### config.mk
export PLATFORM = sky130hd
export DESIGN_NAME = markdown_char_tokenizer_core
export DESIGN_NICKNAME = d
export VERILOG_FILES = /design/src/mct_pkg.sv /design/src/markdown_char_tokenizer_core.sv /design/src/mct_tokenizer.sv /design/src/mct_token_fifo.sv
export SDC_FILE = /design/constraint.sdc
export NUM_CORES = 1
export LEC_CHECK = 0
export BUFFER_PORTS_ARGS = -buffer_cell sky130_fd_sc_hd__buf_4
export CORE_MARGIN = 2
export CORE_UTILIZATION = 52
export DETAILED_ROUTE_END_ITERATION = 10
export PLACE_DENSITY_LB_ADDON = 0.05
export SLEW_MARGIN = 30
export SYNTH_ARGS = -nofsm -noshare
export SYNTH_HDL_FRONTEND = slang
export SYNTH_HIERARCHICAL = 1
export SYNTH_SLANG_ARGS = --single-unit
export TNS_END_PERCENT = 5
### constraint.sdc
create_clock -name clk -period 10.78 [get_ports clk]
set_clock_uncertainty 0.15 [all_clocks]
set_input_delay 0.539 -clock clk [delete_from_list [all_inputs] [get_ports clk]]
set_output_delay 0.539 -clock clk [all_outputs]
set_load 0.03 [all_outputs]
### src/mct_pkg.sv
`timescale 1ns / 1ps
// ----------------------------------------------------------------------------
// mct_pkg
// Shared types, constants and byte classification for the Markdown
// character tokenizer.
// ----------------------------------------------------------------------------
package mct_pkg;

	localparam int POSITION_BITS = 16;
	localparam int FIELD_W       = 16;
	localparam int MAX_RESULTS   = 3;
	localparam int QUEUE_DEPTH   = 4;
	localparam int QUEUE_AW      = $clog2(QUEUE_DEPTH);
	localparam int QUEUE_CW      = $clog2(QUEUE_DEPTH + 1);
	localparam int IN_DATA_W     = 8;
	localparam int OUT_DATA_W    = 56;

	localparam logic [7:0] CHR_TAB       = 8'h09;
	localparam logic [7:0] CHR_LF        = 8'h0A;
	localparam logic [7:0] CHR_CR        = 8'h0D;
	localparam logic [7:0] CHR_SPACE     = 8'h20;
	localparam logic [7:0] CHR_BANG      = 8'h21;
	localparam logic [7:0] CHR_HASH      = 8'h23;
	localparam logic [7:0] CHR_LPAREN    = 8'h28;
	localparam logic [7:0] CHR_RPAREN    = 8'h29;
	localparam logic [7:0] CHR_STAR      = 8'h2A;
	localparam logic [7:0] CHR_HYPHEN    = 8'h2D;
	localparam logic [7:0] CHR_GREATER   = 8'h3E;
	localparam logic [7:0] CHR_LBRACKET  = 8'h5B;
	localparam logic [7:0] CHR_BACKSLASH = 8'h5C;
	localparam logic [7:0] CHR_RBRACKET  = 8'h5D;
	localparam logic [7:0] CHR_BACKTICK  = 8'h60;

	localparam logic [FIELD_W-1:0] LINE_MAX  = 16'hFFFF;
	localparam logic [FIELD_W-1:0] FIELD_MAX = 16'hFFFF;

	typedef enum logic [4:0] {
		KIND_START         = 5'd0,
		KIND_END           = 5'd1,
		KIND_TEXT          = 5'd2,
		KIND_SPACE         = 5'd3,
		KIND_NEWLINE       = 5'd4,
		KIND_TAB           = 5'd5,
		KIND_HASH          = 5'd6,
		KIND_BANG          = 5'd7,
		KIND_HYPHEN        = 5'd8,
		KIND_BACKTICK      = 5'd9,
		KIND_STAR          = 5'd10,
		KIND_GREATER       = 5'd11,
		KIND_BACKSLASH     = 5'd12,
		KIND_PAREN_OPEN    = 5'd13,
		KIND_PAREN_CLOSE   = 5'd14,
		KIND_BRACKET_OPEN  = 5'd15,
		KIND_BRACKET_CLOSE = 5'd16
	} kind_t;

	typedef logic [POSITION_BITS-1:0] pos_t;

	typedef struct packed {
		logic               last;
		logic [FIELD_W-1:0] line;
		logic [FIELD_W-1:0] length;
		logic [FIELD_W-1:0] offset;
		kind_t              kind;
	} token_t;

	typedef struct packed {
		logic [1:0]  count;
		token_t [MAX_RESULTS-1:0] tok;
	} bundle_t;

	function automatic logic is_single(input logic [7:0] c);
		case (c)
			CHR_SPACE, CHR_LF, CHR_TAB, CHR_HASH, CHR_BANG, CHR_HYPHEN,
			CHR_BACKTICK, CHR_STAR, CHR_GREATER, CHR_BACKSLASH,
			CHR_LPAREN, CHR_RPAREN, CHR_LBRACKET, CHR_RBRACKET: is_single = 1'b1;
			default: is_single = 1'b0;
		endcase
	endfunction

	function automatic kind_t single_kind(input logic [7:0] c);
		case (c)
			CHR_SPACE:     single_kind = KIND_SPACE;
			CHR_LF:        single_kind = KIND_NEWLINE;
			CHR_TAB:       single_kind = KIND_TAB;
			CHR_HASH:      single_kind = KIND_HASH;
			CHR_BANG:      single_kind = KIND_BANG;
			CHR_HYPHEN:    single_kind = KIND_HYPHEN;
			CHR_BACKTICK:  single_kind = KIND_BACKTICK;
			CHR_STAR:      single_kind = KIND_STAR;
			CHR_GREATER:   single_kind = KIND_GREATER;
			CHR_BACKSLASH: single_kind = KIND_BACKSLASH;
			CHR_LPAREN:    single_kind = KIND_PAREN_OPEN;
			CHR_RPAREN:    single_kind = KIND_PAREN_CLOSE;
			CHR_LBRACKET:  single_kind = KIND_BRACKET_OPEN;
			CHR_RBRACKET:  single_kind = KIND_BRACKET_CLOSE;
			default:       single_kind = KIND_START;
		endcase
	endfunction

	function automatic logic is_stop(input logic [7:0] c);
		is_stop = (c == CHR_CR) || (is_single(c) && c != CHR_SPACE && c != CHR_TAB);
	endfunction

	function automatic logic [FIELD_W-1:0] clamp_field(input pos_t v);
		logic [32:0] ext;
		ext = 33'(v);
		clamp_field = (ext > 33'(FIELD_MAX)) ? FIELD_MAX : ext[FIELD_W-1:0];
	endfunction

endpackage

### src/markdown_char_tokenizer_core.sv
`timescale 1ns / 1ps
// ----------------------------------------------------------------------------
// markdown_char_tokenizer_core
// Markdown character tokenizer: source bytes in, tokens out.
// ----------------------------------------------------------------------------
// The slave channel carries one beat per source byte in s_tdata, with
// s_tuser high for an end-of-document beat. The master channel carries one
// token per beat; m_tlast marks the final token caused by an input beat.
// A beat is registered at acceptance and turned into zero to three tokens
// once the queue has room; they land in a four-entry result queue. The
// first token of a beat passes the input register and then the queue
// before it shows on m_tvalid and can meet a master handshake.
// One input beat is taken every cycle while the queue holds at most one
// token, so a stream of bytes that each yield at most one token runs at
// one byte per cycle. Bytes that yield more tokens are bounded by the
// master side, which moves one token per cycle.
// When the receiver stalls, tokens wait in the queue and the input register;
// s_tready is low while that register is full and the queue holds two or more.
// Reset clears the queue and the document state: the next beat begins a
// new document with its start token, at offset zero on line one.
// ----------------------------------------------------------------------------
module markdown_char_tokenizer_core (
	input  logic                              clk,
	input  logic                              arst_n,
	input  logic                              s_tvalid,
	output logic                              s_tready,
	input  logic [mct_pkg::IN_DATA_W-1:0]     s_tdata,  // char_code[7:0]
	input  logic                              s_tuser,  // action
	output logic                              m_tvalid,
	input  logic                              m_tready,
	output logic [mct_pkg::OUT_DATA_W-1:0]    m_tdata,  // token_kind[4:0], text_offset[20:5],
	                                                    // text_length[36:21], line_number[52:37]
	output logic                              m_tlast   // last_of_run
);

	mct_pkg::bundle_t bundle;
	mct_pkg::token_t  tok;
	logic             room;

	mct_tokenizer u_tokenizer (
		.clk       (clk),
		.arst_n    (arst_n),
		.in_valid  (s_tvalid),
		.in_ready  (s_tready),
		.in_action (s_tuser),
		.in_char   (s_tdata),
		.room      (room),
		.bundle    (bundle)
	);

	mct_token_fifo u_fifo (
		.clk       (clk),
		.arst_n    (arst_n),
		.bundle    (bundle),
		.room      (room),
		.out_valid (m_tvalid),
		.out_ready (m_tready),
		.out_tok   (tok)
	);

	assign m_tdata = {3'b000, tok.line, tok.length, tok.offset, tok.kind};
	assign m_tlast = tok.last;

endmodule

### src/mct_tokenizer.sv
`timescale 1ns / 1ps
// ----------------------------------------------------------------------------
// mct_tokenizer
// Input register, document state and token generation for one beat.
// ----------------------------------------------------------------------------
module mct_tokenizer (
	input  logic                clk,
	input  logic                arst_n,
	input  logic                in_valid,
	output logic                in_ready,
	input  logic                in_action,
	input  logic [7:0]          in_char,
	input  logic                room,
	output mct_pkg::bundle_t    bundle
);

	logic               valid_s1;
	logic               action_s1;
	logic [7:0]         char_s1;
	logic               go;

	logic               started_q;
	logic               in_text_q;
	mct_pkg::pos_t      run_start_q;
	mct_pkg::pos_t      byte_pos_q;
	logic [mct_pkg::FIELD_W-1:0] line_q;

	logic               has_start;
	logic               has_text;
	logic               has_main;
	logic               open_run;
	logic               text_after;
	logic               single;
	mct_pkg::kind_t     skind;
	mct_pkg::token_t    t_start;
	mct_pkg::token_t    t_text;
	mct_pkg::token_t    t_main;
	mct_pkg::pos_t      pos_next;
	logic [1:0]         n;

	assign in_ready = !valid_s1 || room;
	assign go       = valid_s1 && room;

	always_ff @(posedge clk or negedge arst_n) begin
		if (!arst_n) begin
			valid_s1 <= 1'b0;
		end else if (in_valid && in_ready) begin
			valid_s1 <= 1'b1;
		end else if (go) begin
			valid_s1 <= 1'b0;
		end
	end

	always_ff @(posedge clk) begin
		if (in_valid && in_ready) begin
			action_s1 <= in_action;
			char_s1   <= in_char;
		end
	end

	always_comb begin
		skind      = mct_pkg::single_kind(char_s1);
		single     = mct_pkg::is_single(char_s1);
		has_start  = !started_q;
		if (action_s1) begin
			has_text   = in_text_q;
			text_after = 1'b0;
			has_main   = 1'b1;
			open_run   = 1'b0;
		end else begin
			has_text   = in_text_q && mct_pkg::is_stop(char_s1);
			text_after = in_text_q && !mct_pkg::is_stop(char_s1);
			has_main   = !text_after && char_s1 != mct_pkg::CHR_CR && single;
			open_run   = !text_after && char_s1 != mct_pkg::CHR_CR && !single;
		end
		pos_next = (byte_pos_q == '1) ? byte_pos_q : byte_pos_q + 1'b1;

		t_start.kind   = mct_pkg::KIND_START;
		t_start.offset = '0;
		t_start.length = '0;
		t_start.line   = line_q;
		t_start.last   = !has_text && !has_main;

		t_text.kind    = mct_pkg::KIND_TEXT;
		t_text.offset  = mct_pkg::clamp_field(run_start_q);
		t_text.length  = mct_pkg::clamp_field(byte_pos_q - run_start_q);
		t_text.line    = line_q;
		t_text.last    = !has_main;

		t_main.kind    = action_s1 ? mct_pkg::KIND_END : skind;
		t_main.offset  = mct_pkg::clamp_field(byte_pos_q);
		t_main.length  = action_s1 ? '0 : mct_pkg::FIELD_W'(1);
		t_main.line    = line_q;
		t_main.last    = 1'b1;

		bundle = '0;
		n = 2'd0;
		if (has_start) begin
			bundle.tok[n] = t_start;
			n = n + 2'd1;
		end
		if (has_text) begin
			bundle.tok[n] = t_text;
			n = n + 2'd1;
		end
		if (has_main) begin
			bundle.tok[n] = t_main;
			n = n + 2'd1;
		end
		bundle.count = go ? n : 2'd0;
	end

	always_ff @(posedge clk or negedge arst_n) begin
		if (!arst_n) begin
			started_q   <= 1'b0;
			in_text_q   <= 1'b0;
			run_start_q <= '0;
			byte_pos_q  <= '0;
			line_q      <= mct_pkg::FIELD_W'(1);
		end else if (go) begin
			if (action_s1) begin
				started_q   <= 1'b0;
				in_text_q   <= 1'b0;
				run_start_q <= '0;
				byte_pos_q  <= '0;
				line_q      <= mct_pkg::FIELD_W'(1);
			end else begin
				started_q  <= 1'b1;
				in_text_q  <= text_after || open_run;
				byte_pos_q <= pos_next;
				if (open_run) begin
					run_start_q <= byte_pos_q;
				end
				if (has_main && skind == mct_pkg::KIND_NEWLINE && line_q != mct_pkg::LINE_MAX) begin
					line_q <= line_q + 1'b1;
				end
			end
		end
	end

`ifndef ASSERT_OFF
	a_line_nonzero: assert property (@(posedge clk) disable iff (!arst_n)
		line_q != '0)
		else $error("line count reached zero");

	a_run_order: assert property (@(posedge clk) disable iff (!arst_n)
		in_text_q |-> run_start_q <= byte_pos_q)
		else $error("open run starts beyond the byte position");
`endif

endmodule

### src/mct_token_fifo.sv
`timescale 1ns / 1ps
// ----------------------------------------------------------------------------
// mct_token_fifo
// Result queue that takes up to three tokens a cycle and sends one beat a
// cycle while out_ready is high.
// ----------------------------------------------------------------------------
module mct_token_fifo (
	input  logic             clk,
	input  logic             arst_n,
	input  mct_pkg::bundle_t bundle,
	output logic             room,
	output logic             out_valid,
	input  logic             out_ready,
	output mct_pkg::token_t  out_tok
);

	localparam logic [mct_pkg::QUEUE_CW-1:0] ROOM_LIMIT =
		mct_pkg::QUEUE_CW'(mct_pkg::QUEUE_DEPTH - mct_pkg::MAX_RESULTS);
	localparam logic [mct_pkg::QUEUE_CW-1:0] DEPTH_C =
		mct_pkg::QUEUE_CW'(mct_pkg::QUEUE_DEPTH);

	mct_pkg::token_t mem_q [mct_pkg::QUEUE_DEPTH];
	logic [mct_pkg::QUEUE_AW-1:0] wr_ptr_q;
	logic [mct_pkg::QUEUE_AW-1:0] rd_ptr_q;
	logic [mct_pkg::QUEUE_CW-1:0] count_q;
	logic pop;

	assign out_valid = count_q != '0;
	assign room      = count_q <= ROOM_LIMIT;
	assign pop       = out_valid && out_ready;
	assign out_tok   = mem_q[rd_ptr_q];

	always_ff @(posedge clk) begin
		for (int i = 0; i < mct_pkg::MAX_RESULTS; i++) begin
			if (2'(i) < bundle.count) begin
				mem_q[wr_ptr_q + mct_pkg::QUEUE_AW'(i)] <= bundle.tok[i];
			end
		end
	end

	always_ff @(posedge clk or negedge arst_n) begin
		if (!arst_n) begin
			wr_ptr_q <= '0;
			rd_ptr_q <= '0;
			count_q  <= '0;
		end else begin
			wr_ptr_q <= wr_ptr_q + mct_pkg::QUEUE_AW'(bundle.count);
			if (pop) begin
				rd_ptr_q <= rd_ptr_q + 1'b1;
			end
			count_q <= count_q + mct_pkg::QUEUE_CW'(bundle.count)
				- mct_pkg::QUEUE_CW'(pop);
		end
	end

`ifndef ASSERT_OFF
	a_no_overflow: assert property (@(posedge clk) disable iff (!arst_n)
		count_q <= DEPTH_C)
		else $error("token queue overflow");

	a_push_with_room: assert property (@(posedge clk) disable iff (!arst_n)
		bundle.count != 2'd0 |-> room)
		else $error("tokens pushed without room");

	a_push_visible: assert property (@(posedge clk) disable iff (!arst_n)
		bundle.count != 2'd0 |=> out_valid)
		else $error("pushed tokens not visible");
`endif

endmodule
==> results by group, run 1 <==
Run status
  – Status: finished, final reports clean

Placement
  – Post-DP HPWL: 29700 um
  – Port Buffers: 68
  – Routability cong.: around 0.86

Die
  – Starting Density: 52.8%
  – Die area: 35700 um2
  – I/O pin count: 72
  – Die H: 189 um
  – DIE WIDTH: 189 um
  – Core region area: 33600 um2
  – Num rows: 67

CTS
  – Setup Buffers After CTS: 0
  – Post-cts sizing count: 0
  – Clk sink count: ~280
  – Inserted Clock Buffers: 34
  – Root buffer cell: clkbuf_16
  – Clk Latency, worst-skew pair: 0.52 ns
  – CTS Buffer Depth: 3
  – CTS H-tree depth: 2
  – Clock tree from TritonCTS: built
  – Hold-fix buffers at CTS: 1
  – Clock-pin slew on the worst setup and hold paths: approximately 0.060 ns

STA
  – Worst-Margin Slew: 1.05 ns
  – Final setup fails: 0
  – Final hold violations: 0
  – Final Cycle Share: 47.7%
  – RSZ-0062 raised after global routing: no
  – Max-slew violation count: 0
  – Max frequency: 194 MHz
  – Minimum clock period: between 5 and 6 ns
  – Fin Setup TNS: 0 ns
  – Slew Limit Headroom: 29.9%

Synthesis
  – Sequential cell area fraction in the yosys report: 46.2%
  – Top FF cell, synth: edfxtp_1
  – Syn Inst Count: roughly 2000
  – Avg Inst Size Synth: 9.07 um2
  – Post-synth ARST share: slightly above 20%
  – Synthesized area: about 18000 um2
  – Distinct cells, synth: 77
  – Post-synth EDFFs: 225
  – Synth warnings: 6
  – FF+latch count, synth: roughly 280

Drt
  – Antenna-violating nets left: 0
  – Routed len/inst: 22.0 um
  – Via count: between 15000 and 20000
  – Total Wirelength: 53200 um
  – Drt pass-1 iters: 6
  – Via density: approximately 6.2
  – Initial DRC Count: 1682
  – DRC viols: 0

Power
  – Internal Power: 0.00305 W
  – Worst vdd ir: 0.236 mV
  – Clock power share: 21.9%
  – Switching component of the power: 0.00217 W
  – Flop pwr share: ~33%
  – Power Density: 266 nW/um2
  – Sw frac: 41.6%
  – Power share of the combinational group: 45.4%
  – Pleak: 7.35 nW

Setup path
  – Type of origin of the critical path: flop
  – Crit path max fanout: 84
  – CP arrival: 5.21 ns
  – Crit. End Element: flop
  – Required time worst endpoint: 10.85 ns
  – WS Path Type: flop to flop

Global route
  – Vias in the first global route: 14080
  – Total track usage: between 20% and 30%
  – Antenna violations before repair: 2
  – Grt ovf: 0
  – Largest net degree at the start of global routing: between 90 and 100
  – Global-route wire length before repair: 81700 um

Hold path
  – HP Class: input port to flop

Layout
  – Filler cell count: 2853
  – Share of cells above drive strength 1: between 10% and 20%
  – Nets@finish: between 1500 and 2000
  – Finished Core Util: 58.3%
  – Number of diodes: 0
  – Layout overhead on the synthesized area: 10.3%

Flow run
  – Total of max-cap violations: 0
power by group through the flow:
| stage | clock (W) | sequential, W | combinational [W] |
|---|---|---|---|
| 3_3_place_gp | 0 | 0.00172 | 0.00232 |
| 5_1_grt | 0.00120 | 0.00173 | 0.00251 |
| 4_1_cts | 0.00116 | 0.00171 | 0.00235 |
| 2_1_floorplan | 0 | 0.00166 | 0.00162 |
| 6_report | 0.00114 | 0.00170 | 0.00237 |
| 3_5_place_dp | 0 | 0.00173 | 0.00234 |
logic make-up after synthesis:
| kind of cell | count (synthesis) | synth area share, % |
|---|---|---|
| other | 2 | 0.0423 |
| multiplexers | 58 | 7.09 |
| AO/OA/AOI/OAI | 370 | 13.4 |
| buffers and inverters | 205 | 5.52 |
| adder cells (fa/ha/maj) | 30 | 2.24 |
| AND/OR/NAND/NOR | 983 | 24.2 |
| flip-flops | 283 | 46.2 |
| XOR/XNOR | 27 | 1.33 |
critical path, stage by stage, from the launching register on:
cell	delay, ns
edfxtp_1	0.54
and3b_1	0.26
o211ai_1	0.19
nand3_1	0.20
nor4b_4	0.44
nor2_4	0.03
buf_4	0.29
fa_1	0.58
and3_1	0.45
nand4b_1	0.53
buf_4	0.41
buf_4	0.42
nor2_1	0.22
a31oi_1	0.06
metrics by stage:
stage          worst slack (ns)  hold slack, ns  area (um2)  instances  total power (W)
2_1_floorplan              3.30          0.0934       17800       1974          0.00328
3_3_place_gp               5.41           0.307       18400       2348          0.00403
6_report                   5.64          0.0528       19600       2417          0.00521
4_1_cts                    5.71          0.0353       19500       2414          0.00521
3_5_place_dp               5.74           0.308       18400       2351          0.00407
5_1_grt                    5.39          0.0400       19600       2417          0.00545
worst paths after layout:
check / from / to / slack (ns) / cells past startpoint
worst min-delay path: s_tdata[6] / u_tokenizer/char_s1[6] / 0.05 / 1
max in group asynchronous: arst_n / u_fifo/rd_ptr_q[0] / 9.37 / 2
worst max register to register: u_tokenizer/char_s1[1] / u_fifo/mem_q[3][52] / 5.64 / 13
worst max-delay path: u_tokenizer/char_s1[1] / u_fifo/mem_q[3][52] / 5.64 / 13
worst min register to register: u_fifo/rd_ptr_q[1] / u_fifo/rd_ptr_q[1] / 0.31 / 1
min in group asynchronous: arst_n / u_tokenizer/line_q[12] / 0.49 / 2
sequential cells by signal, indices dropped and copies added, names as in the netlist:
signal and cells:
u_fifo/rd_ptr_q 2, u_tokenizer/byte_pos_q 16, u_tokenizer/valid_s1 1, u_fifo/count_q 3, u_fifo/wr_ptr_q 2, u_tokenizer/action_s1 1, u_fifo/mem_q 216, u_tokenizer/run_start_q 16
u_tokenizer/started_q 1, u_tokenizer/line_q 16, u_tokenizer/in_text_q 1, u_tokenizer/char_s1 8
final cells by class:
cell class              count  area, um2  area share (%)
clock buffers              39        943            4.81
well taps                 448        561            2.86
repair buffers            100        810            4.13
flip-flops and latches    283       8210            41.9
multi-input cells        1486       8760            44.7
clock inverters            23        164           0.836
inverters                  38        148           0.753
layer usage:
metal  share of wire [%]  GRT usage, %  vias up
met5                   0             0        -
met4                 2.5          9.50        0
met3                  10          4.66      124
met2                  46          47.3      856
met1                  42          42.1     7185
li1                    -             -     6918
Yosys cell counts (3+ instances only):
cell type,count,share of area (%)
or3_1,7,0.25
ha_1,27,1.9
o21ai_0,43,1.2
buf_6,9,0.57
a21o_1,4,0.17
nand3_1,22,0.62
o31a_1,3,0.15
o21a_1,4,0.17
fa_1,3,0.34
mux2_2,3,0.19
a21oi_1,34,0.96
inv_1,37,0.78
buf_2,50,1.4
xor2_1,13,0.64
nor4b_1,4,0.20
nor3_1,25,0.70
o21ai_2,5,0.25
nand2_1,499,11
nor2_1,292,6.2
buf_4,20,0.85
nand4_1,6,0.21
and2_1,10,0.35
edfxtp_1,225,38
mux4_2,54,6.8
nor3b_1,4,0.17
and3_1,36,1.3
xnor2_1,14,0.69
and3b_1,4,0.20
o21ai_1,4,0.11
a211oi_1,4,0.17
a31oi_1,221,7.8
buf_1,8,0.17
dfrtp_1,57,8.0
nand3b_1,4,0.17
and4_1,5,0.25
o22ai_1,7,0.25
nor4_1,3,0.11
clkbuf_1,80,1.7
a22o_1,21,1.0
o22ai_2,5,0.35
nor2b_1,36,1.3
cells in the final DEF, fill, tap and decap left out, types with 5 or more instances in the layout:
cell / synthesis / routed
a21oi_1: 34 / 33
a22o_1: 21 / 21
a31oi_1: 221 / 221
and2_1: 10 / 10
and3_1: 36 / 35
and4_1: 5 / 5
buf_4: 20 / 91
buf_6: 9 / 5
clkbuf_16: 0 / 37
clkinv_1: 0 / 8
clkinv_2: 0 / 10
conb_1: 2 / 18
dfrtp_1: 57 / 55
edfxtp_1: 225 / 225
ha_1: 27 / 27
inv_1: 37 / 37
mux4_2: 54 / 54
nand2_1: 499 / 499
nand3_1: 22 / 21
nand4_1: 6 / 6
nor2_1: 292 / 291
nor2b_1: 36 / 36
nor3_1: 25 / 25
o21ai_0: 43 / 41
o21ai_2: 5 / 5
o22ai_1: 7 / 7
o22ai_2: 5 / 5
or3_1: 7 / 7
xnor2_1: 14 / 14
xor2_1: 13 / 13
Power figures use the tool's default switching activity.
==> run 2, diff against run 1 <==
clock period = 5.25 ns   (was 10.78 ns; I/O delays follow)
==> run 2 against run 1 <==
Compared with the run above: via count down 0.62%; register-to-register slack worse by 5.1 ns; design area up 1.0%; sequential share of layout area down 0.43 points; global-route usage down 0.13 points; flip-flop and latch count unchanged; cell count up 0.83%; fmax up 9.3%; critical path depth down 1; total power up 110%; critical path type unchanged; critical endpoint is now u_fifo/mem_q[2][14]; largest power group unchanged.
==> results by group, run 2 (synthesized netlist as in run 1, its figures left out) <==
Setup path
  – Critical path cell sequence: and3b_1, o211ai_1, nand3_1, nor4_2, o21ai_2, nand2_2, clkinv_4, fa_1, and3_1, o21ai_0, a21oi_4, buf_4
  – Type of origin of the critical path: flop
  – Crit. End Element: flop
  – CP arrival: 4.75 ns (-0.46 ns)
  – Crit. Startpoint: u_tokenizer/char_s1[1]
  – WS Path Type: flop to flop
  – CP max-delay cell: a21oi_4
  – Crit-path max cell delay: 0.59 ns (about the same)
  – Required time worst endpoint: 5.30 ns (-5.55 ns)
  – Crit path max fanout: 14 (-83%)
  – RR Startpoint: u_tokenizer/char_s1[1]

STA
  – Final Cycle Share: 89.6% (+42 points)
  – Minimum clock period: 4.70 ns (-0.439 ns)
  – Final worst setup slack: 0.546 ns (-5.09 ns)
  – Slew Limit Headroom: 31.6% (+1.6 points)
  – Worst-Margin Slew: 1.03 ns (-0.0245 ns)
  – Final hold violations: 0 (unchanged)
  – Max-slew violation count: 0 (unchanged)
  – Max frequency: 213 MHz (+9.3%)
  – Final setup fails: 0 (unchanged)
  – RSZ-0062 raised after global routing: no

Drt
  – Via count: 14989 (-0.62%)
  – Antenna-violating nets left: 0 (unchanged)
  – Initial DRC Count: 1506 (-10%)
  – Via density: 6.15 (-1.4%)
  – Drt pass-1 iters: 5 (-1)
  – DRC viols: 0 (unchanged)
  – Total Wirelength: 52600 um (-1.0%)
  – Routed len/inst: 21.6 um (-1.8%)

Layout
  – Most frequent cells in the layout: nand2_1, nor2_1, edfxtp_1
  – Nets@finish: 2006 (+1.0%)
  – Max FFs per register: 216 (unchanged)
  – Area of the multi-input gates: 8720 um2 (-0.36%)
  – Layout overhead on the synthesized area: 11.4%
  – Non-filler instance count after layout: 2437 (+0.83%)
  – Most common cell after layout, fill and taps aside: nand2_1
  – Filler cell count: 2882 (+1.0%)
  – Register area: 8210 um2 (unchanged)
  – Register with the most flip-flops: u_fifo/mem_q
  – Share of cells above drive strength 1: 12.9% (-0.18 points)
  – Number of diodes: 0 (unchanged)

CTS
  – Root buffer cell: clkbuf_16
  – Hold-fix buffers at CTS: 11 (+10)
  – Post-cts sizing count: 0 (unchanged)
  – Clock tree from TritonCTS: built
  – Clock-pin slew on the worst setup and hold paths: 0.06 ns (about the same)
  – Inserted Clock Buffers: 35 (+2.9%)
  – Clk Latency, worst-skew pair: 0.52 ns (about the same)
  – Clk sink count: 283 (unchanged)
  – CTS H-tree depth: 2 (unchanged)
  – CTS Buffer Depth: 3 (unchanged)
  – Setup Buffers After CTS: 0 (unchanged)

Global route
  – Global-route wire length before repair: 81300 um (-0.39%)
  – Grt ovf: 0 (unchanged)
  – Met2 Use GR: 48.1% (+0.82 points)
  – Antenna violations before repair: 1 (-1)
  – Vias in the first global route: 14321 (+1.7%)
  – Gr busiest metal: met2
  – Global-route met3 utilization: 3.97% (-0.69 points)
  – Largest net degree at the start of global routing: 79 (-20%)
  – Routing usage on met1: 41.7% (-0.39 points)
  – Total track usage: 29.6% (-0.13 points)

Power
  – Pleak: 7.43 nW (+1.1%)
  – Worst vdd ir: 0.500 mV (+110%)
  – Power Density: 540 nW/um2 (+100%)
  – Design Power: 0.0107 W (+110%)

Die
  – Starting Density: 52.8% (unchanged)
  – Die area: 35700 um2 (unchanged)
  – Num rows: 67 (unchanged)
  – Core region area: 33600 um2 (unchanged)
  – Die H: 189 um (unchanged)
  – I/O pin count: 72 (unchanged)
  – DIE WIDTH: 189 um (unchanged)

Placement
  – Port Buffers: 68 (unchanged)
  – Place WS: 0.641 ns (-5.10 ns)
  – Routability cong.: 0.857 (about the same)
  – Post-DP HPWL: 31300 um (+5.6%)
  – Placed cell count: 2362 (+0.47%)

Run status
  – Status: finished, final reports clean

Hold path
  – Worst Hold Launch: m_tready
  – HP Class: input port to flop

Flow run
  – Total of max-cap violations: 0 (unchanged)
## run 2: path summary, 6_finish.rpt
kind,to,slack [ns],depth (start not counted)
hold reg to reg,u_tokenizer/run_start_q[2],0.35,1
max in group asynchronous,u_fifo/rd_ptr_q[0],4.11,2
setup reg to reg,u_fifo/mem_q[2][14],0.55,12
hold / removal,u_fifo/rd_ptr_q[0],0.007,3
min in group asynchronous,u_tokenizer/line_q[9],0.19,2
setup / recovery,u_fifo/mem_q[2][14],0.55,12
## run 2: per-layer routing
metal  part of all wire, %  up-vias
li1                      -     6989
met1                    43     7153
met2                    46      753
met3                   8.7       94
met4                   2.0        0
met5                     0        -
## run 2: area by class of cell
cell class                      count  share of cell area (%)
Clock buffer                       52                    5.01
Clock inverter                     11                   0.417
Inverter                           38                   0.746
Multi-Input combinational cell   1486                    44.1
Sequential cell                   283                    41.5
Tap cell                          448                    2.83
Timing Repair Buffer              119                    5.43
## run 2: through the flow
step / setup TNS [ns] / area (um2) / util (%) / hold slack [ns]
finish: 0 / 19800 / 58.9 / 0.00711
global placement: 0 / 18600 / 55.3 / 0.244
floorplan: -76.82 / 17800 / - / -0.183
global route: 0 / 19800 / 58.9 / 0.0169
detailed placement: 0 / 18600 / 55.3 / 0.248
CTS: 0 / 19800 / 58.8 / 0.00486
## run 2: power by group
part	internal [W]	total, W	leakage (nW)	switching [W]
Combinational	0.00175	0.00484	4.07	0.00309
Clock	0.00136	0.00228	0.512	0.000923
Sequential	0.00316	0.00358	2.85	0.000415
## run 2: critical path: cells and delay by family, from the launching register on
kind,cells,cell delay (ns)
buffers and inverters,2,0.51
AOI/OAI and AO/OA,4,1.21
and+or+nand+nor,5,1.43
DFF,1,0.56
adders and majority gates,1,0.51
